### src/design/rtp_pkg.sv
// Shared types, codes and limit tables for the radix integer text parser.
package rtp_pkg;

    localparam logic [1:0] RADIX_DEC = 2'd0;
    localparam logic [1:0] RADIX_HEX = 2'd1;
    localparam logic [1:0] RADIX_OCT = 2'd2;

    localparam logic [2:0] TYPE_SHORT  = 3'd0;
    localparam logic [2:0] TYPE_USHORT = 3'd1;
    localparam logic [2:0] TYPE_INT    = 3'd2;
    localparam logic [2:0] TYPE_UINT   = 3'd3;
    localparam logic [2:0] TYPE_LONG   = 3'd4;
    localparam logic [2:0] TYPE_ULONG  = 3'd5;

    localparam logic [1:0] CFG_RADIX = 2'd0;
    localparam logic [1:0] CFG_TYPE  = 2'd1;
    localparam logic [1:0] CFG_SKIP  = 2'd2;

    localparam logic [1:0] LIMCLS_S16 = 2'd0;
    localparam logic [1:0] LIMCLS_U16 = 2'd1;
    localparam logic [1:0] LIMCLS_S32 = 2'd2;
    localparam logic [1:0] LIMCLS_U32 = 2'd3;

    localparam logic [31:0] LIM_S16 = 32'd32767;
    localparam logic [31:0] LIM_U16 = 32'd65535;
    localparam logic [31:0] LIM_S32 = 32'd2147483647;
    localparam logic [31:0] LIM_U32 = 32'hFFFF_FFFF;

    localparam logic [15:0] CH_PLUS  = 16'h002B;
    localparam logic [15:0] CH_MINUS = 16'h002D;
    localparam logic [15:0] CH_SPACE = 16'h0020;

    typedef struct packed {
        logic [1:0] radix;
        logic [2:0] itype;
        logic       skip_ws;
    } t_cfg;

    typedef struct packed {
        logic       skip;
        logic       sign;
        logic       minus;
        logic       dig_ok;
        logic [3:0] dig;
    } t_cls;

    function automatic logic [1:0] limit_class(input logic [2:0] t);
        case (t) inside
            TYPE_SHORT, TYPE_LONG: return LIMCLS_S16;
            TYPE_INT:              return LIMCLS_S32;
            TYPE_UINT:             return LIMCLS_U32;
            default:               return LIMCLS_U16;
        endcase
    endfunction

    function automatic logic is_signed_type(input logic [2:0] t);
        return (t == TYPE_SHORT) || (t == TYPE_INT) || (t == TYPE_LONG);
    endfunction

    function automatic logic [4:0] radix_value(input logic [1:0] m);
        case (m)
            RADIX_HEX: return 5'd16;
            RADIX_OCT: return 5'd8;
            default:   return 5'd10;
        endcase
    endfunction

    function automatic logic [31:0] max_by(input logic [1:0] k, input logic [1:0] m);
        case (k)
            LIMCLS_S16: begin
                case (m)
                    RADIX_HEX: return LIM_S16 / 16;
                    RADIX_OCT: return LIM_S16 / 8;
                    default:   return LIM_S16 / 10;
                endcase
            end
            LIMCLS_U16: begin
                case (m)
                    RADIX_HEX: return LIM_U16 / 16;
                    RADIX_OCT: return LIM_U16 / 8;
                    default:   return LIM_U16 / 10;
                endcase
            end
            LIMCLS_S32: begin
                case (m)
                    RADIX_HEX: return LIM_S32 / 16;
                    RADIX_OCT: return LIM_S32 / 8;
                    default:   return LIM_S32 / 10;
                endcase
            end
            default: begin
                case (m)
                    RADIX_HEX: return LIM_U32 / 16;
                    RADIX_OCT: return LIM_U32 / 8;
                    default:   return LIM_U32 / 10;
                endcase
            end
        endcase
    endfunction

    function automatic logic [3:0] max_mod(input logic [1:0] k, input logic [1:0] m);
        case (k)
            LIMCLS_S16: begin
                case (m)
                    RADIX_HEX: return 4'(LIM_S16 % 16);
                    RADIX_OCT: return 4'(LIM_S16 % 8);
                    default:   return 4'(LIM_S16 % 10);
                endcase
            end
            LIMCLS_U16: begin
                case (m)
                    RADIX_HEX: return 4'(LIM_U16 % 16);
                    RADIX_OCT: return 4'(LIM_U16 % 8);
                    default:   return 4'(LIM_U16 % 10);
                endcase
            end
            LIMCLS_S32: begin
                case (m)
                    RADIX_HEX: return 4'(LIM_S32 % 16);
                    RADIX_OCT: return 4'(LIM_S32 % 8);
                    default:   return 4'(LIM_S32 % 10);
                endcase
            end
            default: begin
                case (m)
                    RADIX_HEX: return 4'(LIM_U32 % 16);
                    RADIX_OCT: return 4'(LIM_U32 % 8);
                    default:   return 4'(LIM_U32 % 10);
                endcase
            end
        endcase
    endfunction

endpackage

### src/design/rtp_front.sv
// Front end: configuration registers, input handshake and character classification.
module rtp_front (
    input  logic              i_clk,
    input  logic              i_rst_n,
    input  logic              i_cfg_valid,
    output logic              o_cfg_ready,
    input  logic [1:0]        i_cfg_index,
    input  logic [2:0]        i_cfg_data,
    input  logic              i_s_tvalid,
    output logic              o_s_tready,
    input  logic [15:0]       i_s_tdata,
    input  logic              i_s_tuser,
    input  logic              i_q_full,
    output logic              o_push,
    output rtp_pkg::t_cls     o_cls,
    output rtp_pkg::t_cfg     o_cfg
);
    import rtp_pkg::*;

    t_cfg        r_cfg;
    logic [15:0] w_ch;
    logic        w_eos;
    logic        w_blank;
    logic        w_is_dig;
    logic [3:0]  w_dv;

    assign o_cfg_ready = 1'b1;
    assign o_cfg       = r_cfg;
    assign o_s_tready  = !i_q_full;
    assign o_push      = i_s_tvalid && !i_q_full;
    assign w_ch        = i_s_tdata;
    assign w_eos       = i_s_tuser;

    always_comb begin
        w_is_dig = 1'b0;
        w_dv     = 4'd0;
        if (w_ch >= 16'h0030 && w_ch <= 16'h0039) begin
            w_is_dig = 1'b1;
            w_dv     = w_ch[3:0];
        end else if ((w_ch >= 16'h0061 && w_ch <= 16'h0066)
                  || (w_ch >= 16'h0041 && w_ch <= 16'h0046)) begin
            w_is_dig = 1'b1;
            w_dv     = w_ch[3:0] + 4'd9;
        end
        w_blank = (w_ch == CH_SPACE) || (w_ch >= 16'h0009 && w_ch <= 16'h000D);

        o_cls.skip   = !w_eos && r_cfg.skip_ws && w_blank;
        o_cls.sign   = !w_eos && is_signed_type(r_cfg.itype)
                    && ((w_ch == CH_PLUS) || (w_ch == CH_MINUS));
        o_cls.minus  = (w_ch == CH_MINUS);
        o_cls.dig_ok = !w_eos && w_is_dig && ({1'b0, w_dv} < radix_value(r_cfg.radix));
        o_cls.dig    = w_dv;
    end

    always_ff @(posedge i_clk) begin
        if (!i_rst_n) begin
            r_cfg.radix   <= RADIX_DEC;
            r_cfg.itype   <= TYPE_INT;
            r_cfg.skip_ws <= 1'b1;
        end else if (i_cfg_valid) begin
            case (i_cfg_index)
                CFG_RADIX: r_cfg.radix   <= i_cfg_data[1:0];
                CFG_TYPE:  r_cfg.itype   <= i_cfg_data;
                CFG_SKIP:  r_cfg.skip_ws <= i_cfg_data[0];
                default:   ;
            endcase
        end
    end

endmodule

### src/design/rtp_queue.sv
// Two-entry queue of classified characters between the front and back ends.
module rtp_queue (
    input  logic          i_clk,
    input  logic          i_rst_n,
    input  logic          i_push,
    input  rtp_pkg::t_cls i_data,
    output logic          o_full,
    output logic          o_valid,
    output rtp_pkg::t_cls o_data,
    input  logic          i_pop
);
    import rtp_pkg::*;

    t_cls       r_mem [2];
    logic       r_wr;
    logic       r_rd;
    logic [1:0] r_cnt;
    logic       w_push;
    logic       w_pop;

    assign o_full  = (r_cnt == 2'd2);
    assign o_valid = (r_cnt != 2'd0);
    assign o_data  = r_mem[r_rd];
    assign w_push  = i_push && !o_full;
    assign w_pop   = i_pop && o_valid;

    always_ff @(posedge i_clk) begin
        if (w_push) begin
            r_mem[r_wr] <= i_data;
        end
    end

    always_ff @(posedge i_clk) begin
        if (!i_rst_n) begin
            r_wr  <= 1'b0;
            r_rd  <= 1'b0;
            r_cnt <= 2'd0;
        end else begin
            if (w_push) begin
                r_wr <= !r_wr;
            end
            if (w_pop) begin
                r_rd <= !r_rd;
            end
            r_cnt <= r_cnt + {1'b0, w_push} - {1'b0, w_pop};
        end
    end

endmodule

### src/design/rtp_back.sv
// Back end: parse state machine, digit accumulation, limit check and result register.
module rtp_back (
    input  logic          i_clk,
    input  logic          i_rst_n,
    input  rtp_pkg::t_cfg i_cfg,
    input  logic          i_q_valid,
    input  rtp_pkg::t_cls i_cls,
    output logic          o_pop,
    output logic          o_m_tvalid,
    input  logic          i_m_tready,
    output logic [39:0]   o_m_tdata,
    output logic [1:0]    o_m_tuser
);
    import rtp_pkg::*;

    typedef enum logic [1:0] {PH_START, PH_SIGN, PH_DIGITS} t_phase;

    t_phase      r_phase;
    logic [31:0] r_acc;
    logic        r_neg;
    logic [3:0]  r_used;
    logic        r_m_valid;
    logic [31:0] r_value;
    logic [3:0]  r_chars;
    logic        r_failed;
    logic        r_stopped;

    logic [31:0] w_max_by;
    logic [3:0]  w_max_mod;
    logic [1:0]  w_cls;
    logic        w_in_range;
    logic [31:0] w_scaled;
    logic [31:0] w_next;
    logic [31:0] w_signed_val;
    logic        w_emit;

    assign o_pop      = i_q_valid && (!r_m_valid || i_m_tready);
    assign o_m_tvalid = r_m_valid;
    assign o_m_tdata  = {4'd0, r_chars, r_value};
    assign o_m_tuser  = {r_stopped, r_failed};

    always_comb begin
        w_cls      = limit_class(i_cfg.itype);
        w_max_by   = max_by(w_cls, i_cfg.radix);
        w_max_mod  = max_mod(w_cls, i_cfg.radix);
        w_in_range = (r_acc < w_max_by) || ((r_acc == w_max_by) && (i_cls.dig <= w_max_mod));
        case (i_cfg.radix)
            RADIX_HEX: w_scaled = {r_acc[27:0], 4'd0};
            RADIX_OCT: w_scaled = {r_acc[28:0], 3'd0};
            default:   w_scaled = {r_acc[28:0], 3'd0} + {r_acc[30:0], 1'b0};
        endcase
        w_next       = w_scaled + {28'd0, i_cls.dig};
        w_signed_val = r_neg ? (32'd0 - r_acc) : r_acc;
        w_emit       = 1'b0;
        if (o_pop && (r_phase == PH_DIGITS)) begin
            w_emit = !(i_cls.dig_ok && w_in_range);
        end else if (o_pop && ((r_phase == PH_START) || (r_phase == PH_SIGN))) begin
            w_emit = !((r_phase == PH_START) && (i_cls.skip || i_cls.sign)) && !i_cls.dig_ok;
        end
    end

    always_ff @(posedge i_clk) begin
        if (!i_rst_n) begin
            r_phase   <= PH_START;
            r_acc     <= 32'd0;
            r_neg     <= 1'b0;
            r_used    <= 4'd0;
            r_m_valid <= 1'b0;
        end else begin
            if (w_emit) begin
                r_m_valid <= 1'b1;
            end else if (i_m_tready) begin
                r_m_valid <= 1'b0;
            end
            if (o_pop) begin
                unique case (r_phase) inside
                    PH_START, PH_SIGN: begin
                        if (r_phase == PH_START && i_cls.skip) begin
                            r_phase <= PH_START;
                        end else if (r_phase == PH_START && i_cls.sign) begin
                            r_neg   <= i_cls.minus;
                            r_used  <= 4'd1;
                            r_phase <= PH_SIGN;
                        end else if (i_cls.dig_ok) begin
                            r_acc   <= {28'd0, i_cls.dig};
                            r_used  <= r_used + 4'd1;
                            r_phase <= PH_DIGITS;
                        end else begin
                            r_value   <= 32'd0;
                            r_chars   <= 4'd0;
                            r_failed  <= 1'b1;
                            r_stopped <= 1'b0;
                            r_phase   <= PH_START;
                            r_acc     <= 32'd0;
                            r_neg     <= 1'b0;
                            r_used    <= 4'd0;
                        end
                    end
                    PH_DIGITS: begin
                        if (i_cls.dig_ok && w_in_range) begin
                            r_acc <= w_next;
                            if (r_used != 4'd15) begin
                                r_used <= r_used + 4'd1;
                            end
                        end else begin
                            r_value   <= w_signed_val;
                            r_chars   <= r_used;
                            r_failed  <= 1'b0;
                            r_stopped <= i_cls.dig_ok;
                            r_phase   <= PH_START;
                            r_acc     <= 32'd0;
                            r_neg     <= 1'b0;
                            r_used    <= 4'd0;
                        end
                    end
                    default: r_phase <= PH_START;
                endcase
            end
        end
    end

endmodule

### src/design/radix_integer_text_parser.sv
// Top level of the radix integer text parser.
// Parses integers in decimal, hexadecimal or octal from a stream of 16-bit characters,
// one character per beat, and sends one result beat when a number ends; the ending
// character is consumed and not reread. The block sustains one input beat per clock; a
// result beat waits in an output register while input continues into the two-entry
// queue, and input stalls only when both the queue and the output register are full.
// The ending character is registered in the queue and then in the output register
// before its result beat is sent. Configuration is meant to be written only while
// no character is waiting inside the block; a number that is half read carries on
// under the new settings.
module radix_integer_text_parser (
    input  logic        i_clk,
    input  logic        i_rst_n,
    input  logic        i_cfg_valid,
    output logic        o_cfg_ready,
    input  logic [1:0]  i_cfg_index,
    input  logic [2:0]  i_cfg_data,
    input  logic        i_s_tvalid,
    output logic        o_s_tready,
    input  logic [15:0] i_s_tdata,   // [15:0] char_code
    input  logic        i_s_tuser,   // [0] end_of_stream
    output logic        o_m_tvalid,
    input  logic        i_m_tready,
    output logic [39:0] o_m_tdata,   // [31:0] value_bits, [35:32] chars_used, [39:36] zero
    output logic [1:0]  o_m_tuser    // [0] parse_failed, [1] stopped_by_limit
);
    import rtp_pkg::*;

    t_cfg w_cfg;
    t_cls w_front_cls;
    t_cls w_q_cls;
    logic w_push;
    logic w_full;
    logic w_q_valid;
    logic w_pop;

    rtp_front u_front (
        .i_clk       (i_clk),
        .i_rst_n     (i_rst_n),
        .i_cfg_valid (i_cfg_valid),
        .o_cfg_ready (o_cfg_ready),
        .i_cfg_index (i_cfg_index),
        .i_cfg_data  (i_cfg_data),
        .i_s_tvalid  (i_s_tvalid),
        .o_s_tready  (o_s_tready),
        .i_s_tdata   (i_s_tdata),
        .i_s_tuser   (i_s_tuser),
        .i_q_full    (w_full),
        .o_push      (w_push),
        .o_cls       (w_front_cls),
        .o_cfg       (w_cfg)
    );

    rtp_queue u_queue (
        .i_clk   (i_clk),
        .i_rst_n (i_rst_n),
        .i_push  (w_push),
        .i_data  (w_front_cls),
        .o_full  (w_full),
        .o_valid (w_q_valid),
        .o_data  (w_q_cls),
        .i_pop   (w_pop)
    );

    rtp_back u_back (
        .i_clk      (i_clk),
        .i_rst_n    (i_rst_n),
        .i_cfg      (w_cfg),
        .i_q_valid  (w_q_valid),
        .i_cls      (w_q_cls),
        .o_pop      (w_pop),
        .o_m_tvalid (o_m_tvalid),
        .i_m_tready (i_m_tready),
        .o_m_tdata  (o_m_tdata),
        .o_m_tuser  (o_m_tuser)
    );

endmodule

### config.mk
export PLATFORM = sky130hd
export DESIGN_NAME = radix_integer_text_parser
export DESIGN_NICKNAME = d
export VERILOG_FILES = /design/src/design/rtp_pkg.sv /design/src/design/rtp_front.sv /design/src/design/rtp_queue.sv /design/src/design/rtp_back.sv /design/src/design/radix_integer_text_parser.sv
export SDC_FILE = /design/constraint.sdc
export NUM_CORES = 1
export LEC_CHECK = 0
export BUFFER_PORTS_ARGS = -buffer_cell sky130_fd_sc_hd__buf_2
export CAP_MARGIN = 20
export CORE_ASPECT_RATIO = 1.2
export CORE_MARGIN = 4
export CORE_UTILIZATION = 40
export DETAILED_ROUTE_END_ITERATION = 10
export GPL_TIMING_DRIVEN = 0
export HOLD_SLACK_MARGIN = 0.1
export PLACE_DENSITY_LB_ADDON = 0.25
export REMOVE_ABC_BUFFERS = 1
export SYNTH_ARGS = -nofsm -noshare
export SYNTH_HDL_FRONTEND = slang
export SYNTH_SLANG_ARGS = --single-unit
### constraint.sdc
create_clock -name i_clk -period 8.9 [get_ports i_clk]
set_input_delay 1.78 -clock i_clk [delete_from_list [all_inputs] [get_ports i_clk]]
set_output_delay 1.78 -clock i_clk [all_outputs]
set_load 0.02 [all_outputs]
Yosys cells after proc, flatten, opt, wreduce, memory -nomap -nowiden
Memories as Yosys holds them, arrays and structs flattened. A register that Yosys moved wholly into a read port is not among the register bits.
Cells that the tools add are included.
{"block": "totals", "out_inout_bits": 45, "mem_bits_rw": 16, "in_bits": 27, "mem_bits_ro": 0, "register_bits": 88, "latch_bits": 0, "memories": 1, "wordCells": 179}
{"block": "classes", "bitwise_logic": 0, "order_cmp": 11, "div_mod_pow": 0, "n_mul": 0, "add_sub_neg": 7, "muxes": 65, "n_eq_ne": 23, "n_shift": 0, "reduce_logical": 57}
{"name": "u_queue.r_mem", "words": 2, "word_bits": 8, "read_ports": 1, "rd_clocked_by_memory_dff": 1, "wr": 1, "line": "rtp_queue.sv:14", "rtl": "t_cls r_mem [2];"}
{"cell": "2-to-1 mux 32 bit", "count": 8}
{"cell": "case mux 32 bit (2 select lines)", "count": 3}
{"cell": "case mux 32 bit (3 select lines)", "count": 1}
{"cell": "case mux 29 bit (2 select lines)", "count": 1}
{"cell": "2-to-1 mux 4 bit", "count": 14}
{"cell": "case mux 28 bit (2 select lines)", "count": 1}
{"cell": "== test 16 x 6 -> 1 bit (second input constant)", "count": 3}
{"cell": "adder 32 bit", "count": 1}
{"cell": "adder 32 x 4 -> 32 bit", "count": 1}
{"cell": "== test 32 bit", "count": 1}
{"cell": ">= comparator 16 x 7 -> 1 bit (second input constant)", "count": 2}
{"cell": "<= comparator 16 x 7 -> 1 bit (second input constant)", "count": 2}
{"cell": "less-than comparator 32 bit", "count": 1}
{"cell": "subtractor 1 x 32 -> 32 bit (first input constant)", "count": 1}
{"cell": "case mux 13 bit (2 select lines)", "count": 1}
{"cell": "case mux 12 bit (2 select lines)", "count": 1}
{"cell": "case mux 4 bit (2 select lines)", "count": 3}
{"cell": "logical AND 1 bit", "count": 22}
{"cell": "2-to-1 mux 1 bit", "count": 20}
{"cell": ">= comparator 16 x 4 -> 1 bit (second input constant)", "count": 1}
{"cell": ">= comparator 16 x 6 -> 1 bit (second input constant)", "count": 1}
{"cell": "<= comparator 16 x 4 -> 1 bit (second input constant)", "count": 1}
{"cell": "<= comparator 16 x 6 -> 1 bit (second input constant)", "count": 1}
{"cell": "2-to-1 mux 2 bit", "count": 7}
{"cell": "other kinds (26)", "count": 65}

Longest topological paths before layout
Gate-level depths: netlist of run 1.
{"block": "depth", "word_depth": 14, "depth_mapped": 22, "mapped_depth_nobuf": 17}

Modules after synthesis
Synthesis of run 1 repeated with hierarchy kept, for this count alone.
{"block": "unflattened", "hier_cells": 1023, "area_unflattened_um2": 8723.4}
{"module": "rtp_back", "area_per_inst_um2": 7257.0, "seq_area_each_um2": 1941.9, "cells_per_inst": 890, "instances": 1}
{"module": "rtp_queue", "area_per_inst_um2": 840.8, "seq_area_each_um2": 580.6, "cells_per_inst": 53, "instances": 1}
{"module": "rtp_front", "area_per_inst_um2": 625.6, "seq_area_each_um2": 120.1, "cells_per_inst": 80, "instances": 1}

Least setup slack after synthesis of run 1
OpenSTA, ideal clock, no wires.
{"block": "synth_timing", "kind": "register to register", "startpoint": "register u_front.r_cfg, in the netlist u_front.o_cfg[4]", "endpoint": "register u_back.r_chars[0], enable pin", "path_stages_with_launch": 22, "setup_slack_ns": 1.951, "synth_period_minus_slack_ns": 6.949, "required_time_ns": 8.419, "t_arrival_ns": 6.468, "path_buffers": 7, "setup_ns": 0.481, "cell_sequence": "dfxtp_1 -> inv_1 -> ha_1 -> buf_2 -> buf_2 -> buf_1 -> clkbuf_1 -> clkbuf_1 -> buf_1 -> nand2b_1 -> o221ai_1 -> ha_1 -> nand4_1 -> nor2_1 -> nand3_1 -> nor4_1 -> a21o_1 -> a31oi_1 -> nand2b_1 -> clkbuf_1 -> nand2_1 -> nor3_1"}
{"block": "synth_via", "elab_chain_cells": 9, "word_cells_on_any_way": 18, "cone_classes": "2 x order compare; 4 x eq/ne; 8 x mux; 4 x reduce/logical"}
{"item": "start, declared", "line": "rtp_front.sv:20", "rtl": "t_cfg r_cfg;"}
{"item": "branches (longest 5 deep; another with less-than comparator 32 bit)"}
{"item": "logical OR 1 bit (*)", "line": "rtp_back.sv:46", "rtl": "w_in_range = (r_acc < w_max_by) || ((r_acc == w_max_by) && (i_cls.dig <= w_max_mod));"}
{"item": "logical AND 1 bit (*)", "line": "rtp_back.sv:100", "rtl": "if (i_cls.dig_ok && w_in_range) begin"}
{"item": "!= test 2 bit (no line) (*)"}
{"item": "AND reduction 7 bit (no line) (*)"}
{"item": "end signal, assigned", "line": "rtp_back.sv:107", "rtl": "r_chars <= r_used;"}
{"item": "end, declared", "line": "rtp_back.sv:24", "rtl": "logic [3:0] r_chars;"}
Every way passes the cells marked *.
A chain may end at the register's enable or synchronous reset.

Final worst setup path of run 1
{"block": "layout_timing", "startpoint": "register u_front.r_cfg, in the netlist u_front.o_cfg[4]", "endpoint": "register u_back.r_value[15], enable pin"}
{"block": "layout_via", "elab_chain_cells": 9, "word_cells_on_any_way": 18, "cone_classes": "2 x order compare; 4 x eq/ne; 8 x mux; 4 x reduce/logical"}
{"item": "branches (longest 5 deep; another with less-than comparator 32 bit)"}
{"item": "logical OR 1 bit (*)", "line": "rtp_back.sv:46"}
{"item": "logical AND 1 bit (*)", "line": "rtp_back.sv:100"}
{"item": "!= test 2 bit (no line) (*)"}
{"item": "AND reduction 7 bit (no line) (*)"}
{"item": "end signal, assigned", "line": "rtp_back.sv:106", "rtl": "r_value <= w_signed_val;"}
{"item": "end, declared", "line": "rtp_back.sv:23", "rtl": "logic [31:0] r_value;"}
Marks and branches as above.

==> results.yml, run 1 <==
sta:
  slew_headroom_pct: 31.7
  min_period_over_period_pct: 65.5
  clock.fmax_mhz: 172
  setup_viol: 0
  slew_violations: 0
  worstMarginPinSlew_ns: 1.02
  finalHoldViolations: 0
  holdWs_ns: 0.512
  clock_skew_ns: 0.0123
  rsz0062_at_grt: "no"
  layout_min_cycle_time_ns: 5.83
  setup-tns-final_ns: 0
yosys:
  yosysTopAreaCellShare_pct: 18.3
  ys_warn_count: 0
  synth_edf_count: 54
  synthFlopType: "edfxtp_1"
  synth_area_leaders: "edfxtp_1 (18%), dfxtp_1 (12%), ha_1 (10%)"
  synthesis.area_um2: 8870
  synth_top_cell_by_area: "edfxtp_1"
  ys_async_sr_fraction_pct: 0
  ys_types: 85
  yosysSeqAreaShare_pct: 29.8
  syn_inst: 1049
  syn_area_per_cell_um2: 8.46
  synth_seq_cells: 105
finish:
  layout-drive-gt1-share_pct: 11.2
  postLayoutCoreUtil_pct: 44.6
  final_cell_mix: "nand2_1 (104), nor2_1 (90), ha_1 (70), buf_2 (66), a21oi_1 (57)"
  layout_commonest_cell: "nand2_1"
  diodes: 0
  syn_to_final_growth_pct: 9.52
  stdcell_count: 1349
  finalNetCount: 1171
clock_network:
  htreeDepth: 3
  cts_tree: "yes"
  ctsHoldBuffers: 0
  cts_sinks: 105
  post_cts_buffers: 0
  clkLatencyLatePin_ns: 0.37
  cts-root-buf: "clkbuf_16"
  path_clk_slew_ns: 0.07
  cts_resized: 0
  cts_buffer_depth: 2
  cts_buffers: 9
die:
  chipHeight_um: 171
  rows: 59
  fp.dieArea_um2: 24600
  die_width_um: 144
  core_um2: 21800
  start_util_pct: 40.8
  ioPinCount: 72
routing:
  vias: 8077
  viasPerCell: 5.99
  drt_wl_total_um: 24100
  antenna_left: 0
  drt_iter0_markers: 478
  drtPass1Iterations: 4
  wl_per_cell_um: 17.9
  drc: 0
worst_setup_path:
  required_ns: 8.98
  critical_path_class: "flip-flop to flip-flop"
  regToRegEndpoint: "u_back.r_value[15]"
  cp-end-kind: "flip-flop"
  crit_fanout: 27
  regToRegStartpoint: "u_front.o_cfg[4]"
  ff2ff_setup_slack_ns: 3.07
  arrival_ns: 5.90
  critPathLaunchType: "flip-flop"
  ff2ff_path_depth: 15
min_path:
  min_to: "u_front.o_cfg[0]"
  hold_start: "u_front.o_cfg[0]"
  hold_depth: 2
  hold_class: "flip-flop to flip-flop"
global_routing:
  grt_overflow: 0
  grtUsageTotal_pct: 19.7
  antenna_found_initial: 0
  grt_max_degree: 50
  first_global_vias: 7763
  grt_pass1_wl_um: 39100
power:
  peakVddDrop_uv: 126
  leakage_nw: 3.93
  design_power_total_mw: 1.70
  p_per_area_nw_per_um2: 175
status:
  status: "finished, final reports clean"
place:
  place.gp.congestion: 0.874
  portBuffers: 66
  post-dp-hpwl_um: 17700
  place_inst: 1333
job:
  maxCapViolations: 0
-- synth_stat cells (all sizes together), types with 9 or more instances --
master and count:
nand2 104, nor2 90, ha 72, a21oi 58, edfxtp 54, o21ai 52
dfxtp 51, clkbuf 39, xor2 39, nor3 29, inv 28, nand3 28
buf 27, xnor2 26, nor2b 24, a221oi 19, a21boi 18, a21o 17
nand4 17, nor4 16, o31ai 15, and2 14, o21a 14, a31oi 12
mux2i 12, a22oi 11, or3 11, nand2b 10, a211oi 9, a221o 9
-- final cells by class --
type | count | area [µm²]
clock buffers | 12 | 258
clock inverters | 4 | 57.6
fillers | 2135 | 12100
inverters | 30 | 113
multi-input cells | 851 | 5850
flip-flops and latches | 105 | 2640
well taps | 274 | 343
repair buffers | 73 | 454
-- worst max path at each step --
stage | from | endpoint
floorplan | u_front.o_cfg[4] | u_back.r_chars[0]
CTS | u_front.o_cfg[4] | u_back.r_value[15]
global placement | u_front.o_cfg[4] | u_back.r_value[17]
detailed placement | u_front.o_cfg[4] | u_back.r_value[17]
finish | u_front.o_cfg[4] | u_back.r_value[15]
global route | u_front.o_cfg[4] | u_back.r_value[17]
-- registers in the layout, summed over array words and instances (netlist names), named ones only --
signal and count:
u_back.r_acc 32, u_back.r_value 32, u_queue.r_mem 16, u_front.o_cfg 6
u_back.r_chars 4, u_back.r_used 4, u_back.r_phase 2, u_queue.r_cnt 2
u_back.o_m_tvalid 1, u_back.r_failed 1, u_back.r_neg 1, u_back.r_stopped 1
u_queue.r_rd 1, u_queue.r_wr 1
-- per-layer routing --
metal / vias up / GRT usage (%) / routed length [µm]
li1: 3970 / - / -
met1: 3839 / 24.8 / 10500
met2: 222 / 32.8 / 11600
met3: 46 / 2.73 / 1030
met4: 0 / 9.87 / 1000
met5: - / 0 / 0
-- worst max-delay path: stages (launching register included) --
cell and delay, ns:
dfxtp_1 0.34, inv_1 0.06, ha_2 0.68, clkinv_1 0.97, nor2_1 0.63, ha_1 0.33, and4_1 0.23, nand4_1 0.09
nor4_1 0.05, a21o_1 0.15, a31oi_1 0.30, nand2b_1 0.43, nand2_1 0.19, nor3_2 0.63, buf_8 0.24, buf_6 0.19
-- metrics by stage --
stage,worst slack (ns),cell area [µm²]
floorplan,1.41,8590
global placement,-2.12,9270
detailed placement,3.11,9400
CTS,3.09,9720
global route,2.64,9720
finish,3.07,9720
-- cell families after synthesis --
group                      share of synthesized area (%)
muxes                                               2.11
and+or+nand+nor                                     22.7
AOI/OAI and AO/OA                                   23.8
xor gates and xnor gates                            6.41
buffers and inverters                               4.58
adders and majority gates                           10.6
DFF                                                 29.8
other                                             0.0846
-- power breakdown --
part / internal [mW] / total (mW) / switching (mW)
sequential: 0.572 / 0.624 / 0.0517
clock: 0.239 / 0.439 / 0.200
combinational: 0.223 / 0.640 / 0.417
total: 1.03 / 1.70 / 0.669
No activity file was read; power rests on OpenSTA's default activity.
==> run 2: changes to the inputs <==
Clock period 8.9 ns to 5.3 ns, I/O delays scaled along.
==> results.yml, run 2 (synthesized netlist as in run 1, its figures left out) <==
place:
  portBuffers: 66
  place.gp.congestion: 0.874
  place_ws_ns: -0.490
  post-dp-hpwl_um: 17700
die:
  die_width_um: 144
  rows: 59
  start_util_pct: 40.8
  core_um2: 21800
  chipHeight_um: 171
  ioPinCount: 72
  fp.dieArea_um2: 24600
worst_setup_path:
  path_buf_inv: 4
  regToRegStartpoint: "u_front.o_cfg[4]"
  critPathLaunchType: "flip-flop"
  required_ns: 5.38
  cp_top_family: "simple AND/OR/NAND/NOR gates"
  regToRegEndpoint: "u_back.r_value[15]"
  critical_path_class: "flip-flop to flip-flop"
  slowest_stage: "ha_2"
  path_cells: "inv_1 -> ha_2 -> inv_4 -> nor2_1 -> ha_1 -> and4_1 -> nand4_1 -> nor4_1 -> a21o_1 -> a31oi_1 -> nand2b_1 -> nand2_1 -> nor3_2 -> buf_8 -> buf_6"
  slowest_delay_ns: 0.70
  crit_fanout: 27
  cp-end-kind: "flip-flop"
  arrival_ns: 4.98
  ff2ff_path_depth: 15
  ff2ff_setup_slack_ns: 0.40
finish:
  layout_commonest_cell: "nand2_1"
  postLayoutCoreUtil_pct: 44.6
  final.fill_count: 2136
  final_cell_mix: "nand2_1 (104), nor2_1 (90), ha_1 (70), buf_2 (66), a21oi_1 (57)"
  diodes: 0
  layout-drive-gt1-share_pct: 11.3
  syn_to_final_growth_pct: 9.54
  finalNetCount: 1171
  reg_top3: "u_back.r_acc: 32 flops, u_back.r_value: 32 flops, u_queue.r_mem: 16 flops"
sta:
  clock.fmax_mhz: 204
  slew_violations: 0
  layout_setup_ws_ns: 0.397
  worstMarginPinSlew_ns: 0.952
  setup_viol: 0
  slew_headroom_pct: 36.3
  clock_skew_ns: 0.0130
  finalHoldViolations: 0
  layout_min_cycle_time_ns: 4.90
  rsz0062_at_grt: "no"
  min_period_over_period_pct: 92.5
clock_network:
  cts_sinks: 105
  htreeDepth: 3
  clkLatencyLatePin_ns: 0.37
  cts_buffers: 9
  cts_tree: "yes"
  cts_buffer_depth: 2
  path_clk_slew_ns: 0.07
  cts-root-buf: "clkbuf_16"
job:
  maxCapViolations: 0
power:
  clock_power_share_pct: 25.7
  peakVddDrop_uv: 211
  leakage_nw: 3.94
  p_per_area_nw_per_um2: 294
  combPwrFrac_pct: 37.6
  switchingPower_mw: 1.12
  seq_power_share_pct: 36.7
  intPower_mw: 1.74
  switching_share_pct: 39.2
  design_power_total_mw: 2.86
status:
  status: "finished, final reports clean"
routing:
  drtPass1Iterations: 5
  drt_wl_total_um: 24100
  antenna_left: 0
  viasPerCell: 6.02
  drt_iter0_markers: 477
  vias: 8122
  wl_per_cell_um: 17.9
  drc: 0
min_path:
  hold_class: "flip-flop to flip-flop"
  min_to: "u_front.o_cfg[0]"
  hold_depth: 2
  hold_start: "u_front.o_cfg[0]"
global_routing:
  grt_pass1_wl_um: 39100
  first_global_vias: 7759
  grt_max_degree: 50
  antenna_found_initial: 0
  grt_overflow: 0
  grtUsageTotal_pct: 19.7
## run 2: timing repair
item,in CTS,in global routing
endpoints found under the hold margin,0,0
resized for setup,1,1
pin swaps,0,0
hold buffers,0,0
buffers inserted,0,0
endpoints found under the setup margin,39,33
## run 2: tightest hold or removal path, delay by kind of cell (launching register included)
kind               cells  cell delay [ns]
DFF                    1             0.32
AOI/OAI and AO/OA      2             0.15
## run 2: area by class of cell
cell class	instances	area [µm²]	share of cell area [%]
Clock buffer	12	258	2.65
Clock inverter	4	57.6	0.592
Inverter	30	115	1.18
Multi-Input combinational cell	851	5850	60.2
Sequential cell	105	2640	27.2
Tap cell	274	343	3.53
Timing Repair Buffer	73	454	4.67
## run 2: metal layers
layer | track usage (%) | up-vias | wire length, µm
met2 | 32.8 | 208 | 11600
met1 | 24.8 | 3890 | 10500
met5 | 0 | - | 0
met3 | 2.73 | 47 | 960
met4 | 9.95 | 0 | 991
li1 | - | 3977 | -
## run 2: worst max path at each step
stage          cells after the start                  to              from
4_1_cts                           15  u_back.r_value[15]  u_front.o_cfg[4]
2_1_floorplan                     13   u_back.r_chars[0]  u_front.o_cfg[4]
3_3_place_gp                      13  u_back.r_value[17]  u_front.o_cfg[4]
5_1_grt                           15  u_back.r_value[17]  u_front.o_cfg[4]
3_5_place_dp                      15  u_back.r_value[17]  u_front.o_cfg[4]
6_report                          15  u_back.r_value[15]  u_front.o_cfg[4]
## run 2: power groups by stage
stage	Clock [mW]	Sequential, mW	Combinational [mW]
2_1_floorplan	0	1.10	0.665
3_3_place_gp	0	1.08	1.00
3_5_place_dp	0	1.07	1.07
4_1_cts	0.750	1.05	1.08
5_1_grt	0.780	1.06	1.19
6_report	0.735	1.05	1.08
## run 2: through the flow
| stage | instances | instance area (µm²) | TNS [ns] | hold WS (ns) |
|---|---|---|---|---|
| 2_1_floorplan | 986 | 8590 | -87.24 | 0.464 |
| 3_3_place_gp | 1326 | 9270 | -316.41 | 0.498 |
| 3_5_place_dp | 1333 | 9400 | -13.26 | 0.501 |
| 4_1_cts | 1349 | 9720 | 0 | 0.517 |
| 5_1_grt | 1349 | 9720 | 0 | 0.538 |
| 6_report | 1349 | 9720 | 0 | 0.512 |
==> run 3: changes to the inputs <==
Settings changed: CORE_MARGIN 4 to 1.5.
==> results.yml, run 3 (synthesized netlist as in run 1, its figures left out) <==
status:
  status: "finished, final reports clean"
worst_setup_path:
  arrival_ns: 4.86
  crit_fanout: 39
  required_ns: 5.37
  ff2ff_setup_slack_ns: 0.51
  ff2ff_path_depth: 17
  cp-end-kind: "flip-flop"
  regToRegStartpoint: "u_front.o_cfg[4]"
  critPathLaunchType: "flip-flop"
  critical_path_class: "flip-flop to flip-flop"
  regToRegEndpoint: "u_back.r_value[16]"
sta:
  layout_setup_ws_ns: 0.506
  rsz0062_at_grt: "no"
  slew_violations: 0
  slew_headroom_pct: 39.4
  setup_viol: 0
  clock.fmax_mhz: 209
  clock_skew_ns: 0.00894
  min_period_over_period_pct: 90.4
  layout_min_cycle_time_ns: 4.79
  worstMarginPinSlew_ns: 0.907
  finalHoldViolations: 0
  setup-tns-final_ns: 0
place:
  place_ws_ns: -0.840
  place_inst: 1333
  dpl_cell_area_um2: 9400
  portBuffers: 66
  place.gp.congestion: 0.887
  post-dp-hpwl_um: 17400
die:
  die_width_um: 139
  fp.dieArea_um2: 23100
  ioPinCount: 72
  core_um2: 21700
  chipHeight_um: 166
  start_util_pct: 40.9
  rows: 59
clock_network:
  cts_buffers: 9
  htreeDepth: 3
  ctsHoldBuffers: 0
  cts_tree: "yes"
  clkLatencyLatePin_ns: 0.36
  cts_sinks: 105
  cts-root-buf: "clkbuf_16"
  cts_buffer_depth: 2
  path_clk_slew_ns: 0.08
finish:
  final_area_um2: 9720
  reg_top3: "u_back.r_acc: 32 flops, u_back.r_value: 32 flops, u_queue.r_mem: 16 flops"
  layout-drive-gt1-share_pct: 11.4
  syn_to_final_growth_pct: 9.49
  diodes: 0
  stdcell_count: 1349
  layout_commonest_cell: "nand2_1"
  final_cell_mix: "nand2_1 (104), nor2_1 (89), ha_1 (70), buf_2 (66), a21oi_1 (57)"
  finalNetCount: 1171
min_path:
  hold_start: "u_front.o_cfg[0]"
  hold_depth: 2
  hold_class: "flip-flop to flip-flop"
  min_to: "u_front.o_cfg[0]"
global_routing:
  antenna_found_initial: 0
  grtUsageTotal_pct: 20.5
  first_global_vias: 7657
  grt_pass1_wl_um: 39000
  grt_overflow: 0
  grt_max_degree: 46
power:
  leakage_nw: 3.94
  p_per_area_nw_per_um2: 288
  peakVddDrop_uv: 214
  design_power_total_mw: 2.80
routing:
  antenna_left: 0
  drt_iter0_markers: 420
  vias: 8049
  wl_per_cell_um: 17.5
  viasPerCell: 5.97
  drtPass1Iterations: 5
  drt_wl_total_um: 23700
  drc: 0
job:
  maxCapViolations: 0
==> run 3: worst max-delay path, cell delays in order, from the launching register on <==
cell,delay (ns)
dfxtp_1,0.34
inv_1,0.08
ha_4,0.38
buf_12,0.24
inv_4,0.31
nand2_1,0.24
ha_1,0.36
nand4_1,0.13
nor2_1,0.19
nand3_1,0.12
a21oi_1,0.15
nor3_1,0.06
a31oi_1,0.34
nand2b_1,0.43
nand2_1,0.21
nor3_4,0.48
buf_8,0.22
buf_6,0.18
==> run 3: per-layer routing <==
metal  global-route usage (%)  part of all wire (%)  vias to the layer above
met5                        0                     0                        -
met4                     7.74                   2.7                        0
met3                     2.34                   3.6                       29
met2                     36.6                    50                      195
met1                     25.3                    44                     3853
li1                         -                     -                     3972
==> run 3: what timing repair did <==
| action | 4_1_cts | 5_1_grt |
|---|---|---|
| setup buffers | 0 | 0 |
| setup endpoints to repair | 56 | 25 |
| resized for setup | 3 | 2 |
| pin swaps | 0 | 0 |
==> run 3: final cells by class <==
type	count	area [µm²]
multi-input cells	851	5870
fillers	2197	12000
clock buffers	11	243
repair buffers	73	454
clock inverters	5	48.8
well taps	274	343
flip-flops and latches	105	2640
inverters	30	115
==> run 3: stage by stage <==
stage	utilization (%)	hold slack, ns
6_report	44.8	0.516
3_3_place_gp	42.7	0.495
5_1_grt	44.8	0.563
4_1_cts	44.8	0.519
3_5_place_dp	43.3	0.501
2_1_floorplan	-	0.464
==> run 3: worst max path at each step <==
stage / slack [ns] / end / start / cells after the start
after floorplan: -2.19 / u_back.r_chars[0] / u_front.o_cfg[4] / 13
after global placement: -5.79 / u_back.r_value[16] / u_front.o_cfg[4] / 13
after detailed placement: -0.84 / u_back.r_value[16] / u_front.o_cfg[4] / 16
after CTS: 0.13 / u_back.r_value[16] / u_front.o_cfg[4] / 16
after global routing: 0.20 / u_back.r_value[16] / u_front.o_cfg[4] / 17
final: 0.51 / u_back.r_value[16] / u_front.o_cfg[4] / 17
==> run 3: report_power, final <==
group          internal, mW  leakage [nW]  switching [mW]
Clock                 0.341         0.144           0.333
Sequential            0.961         0.934          0.0851
Combinational         0.377          2.86           0.698
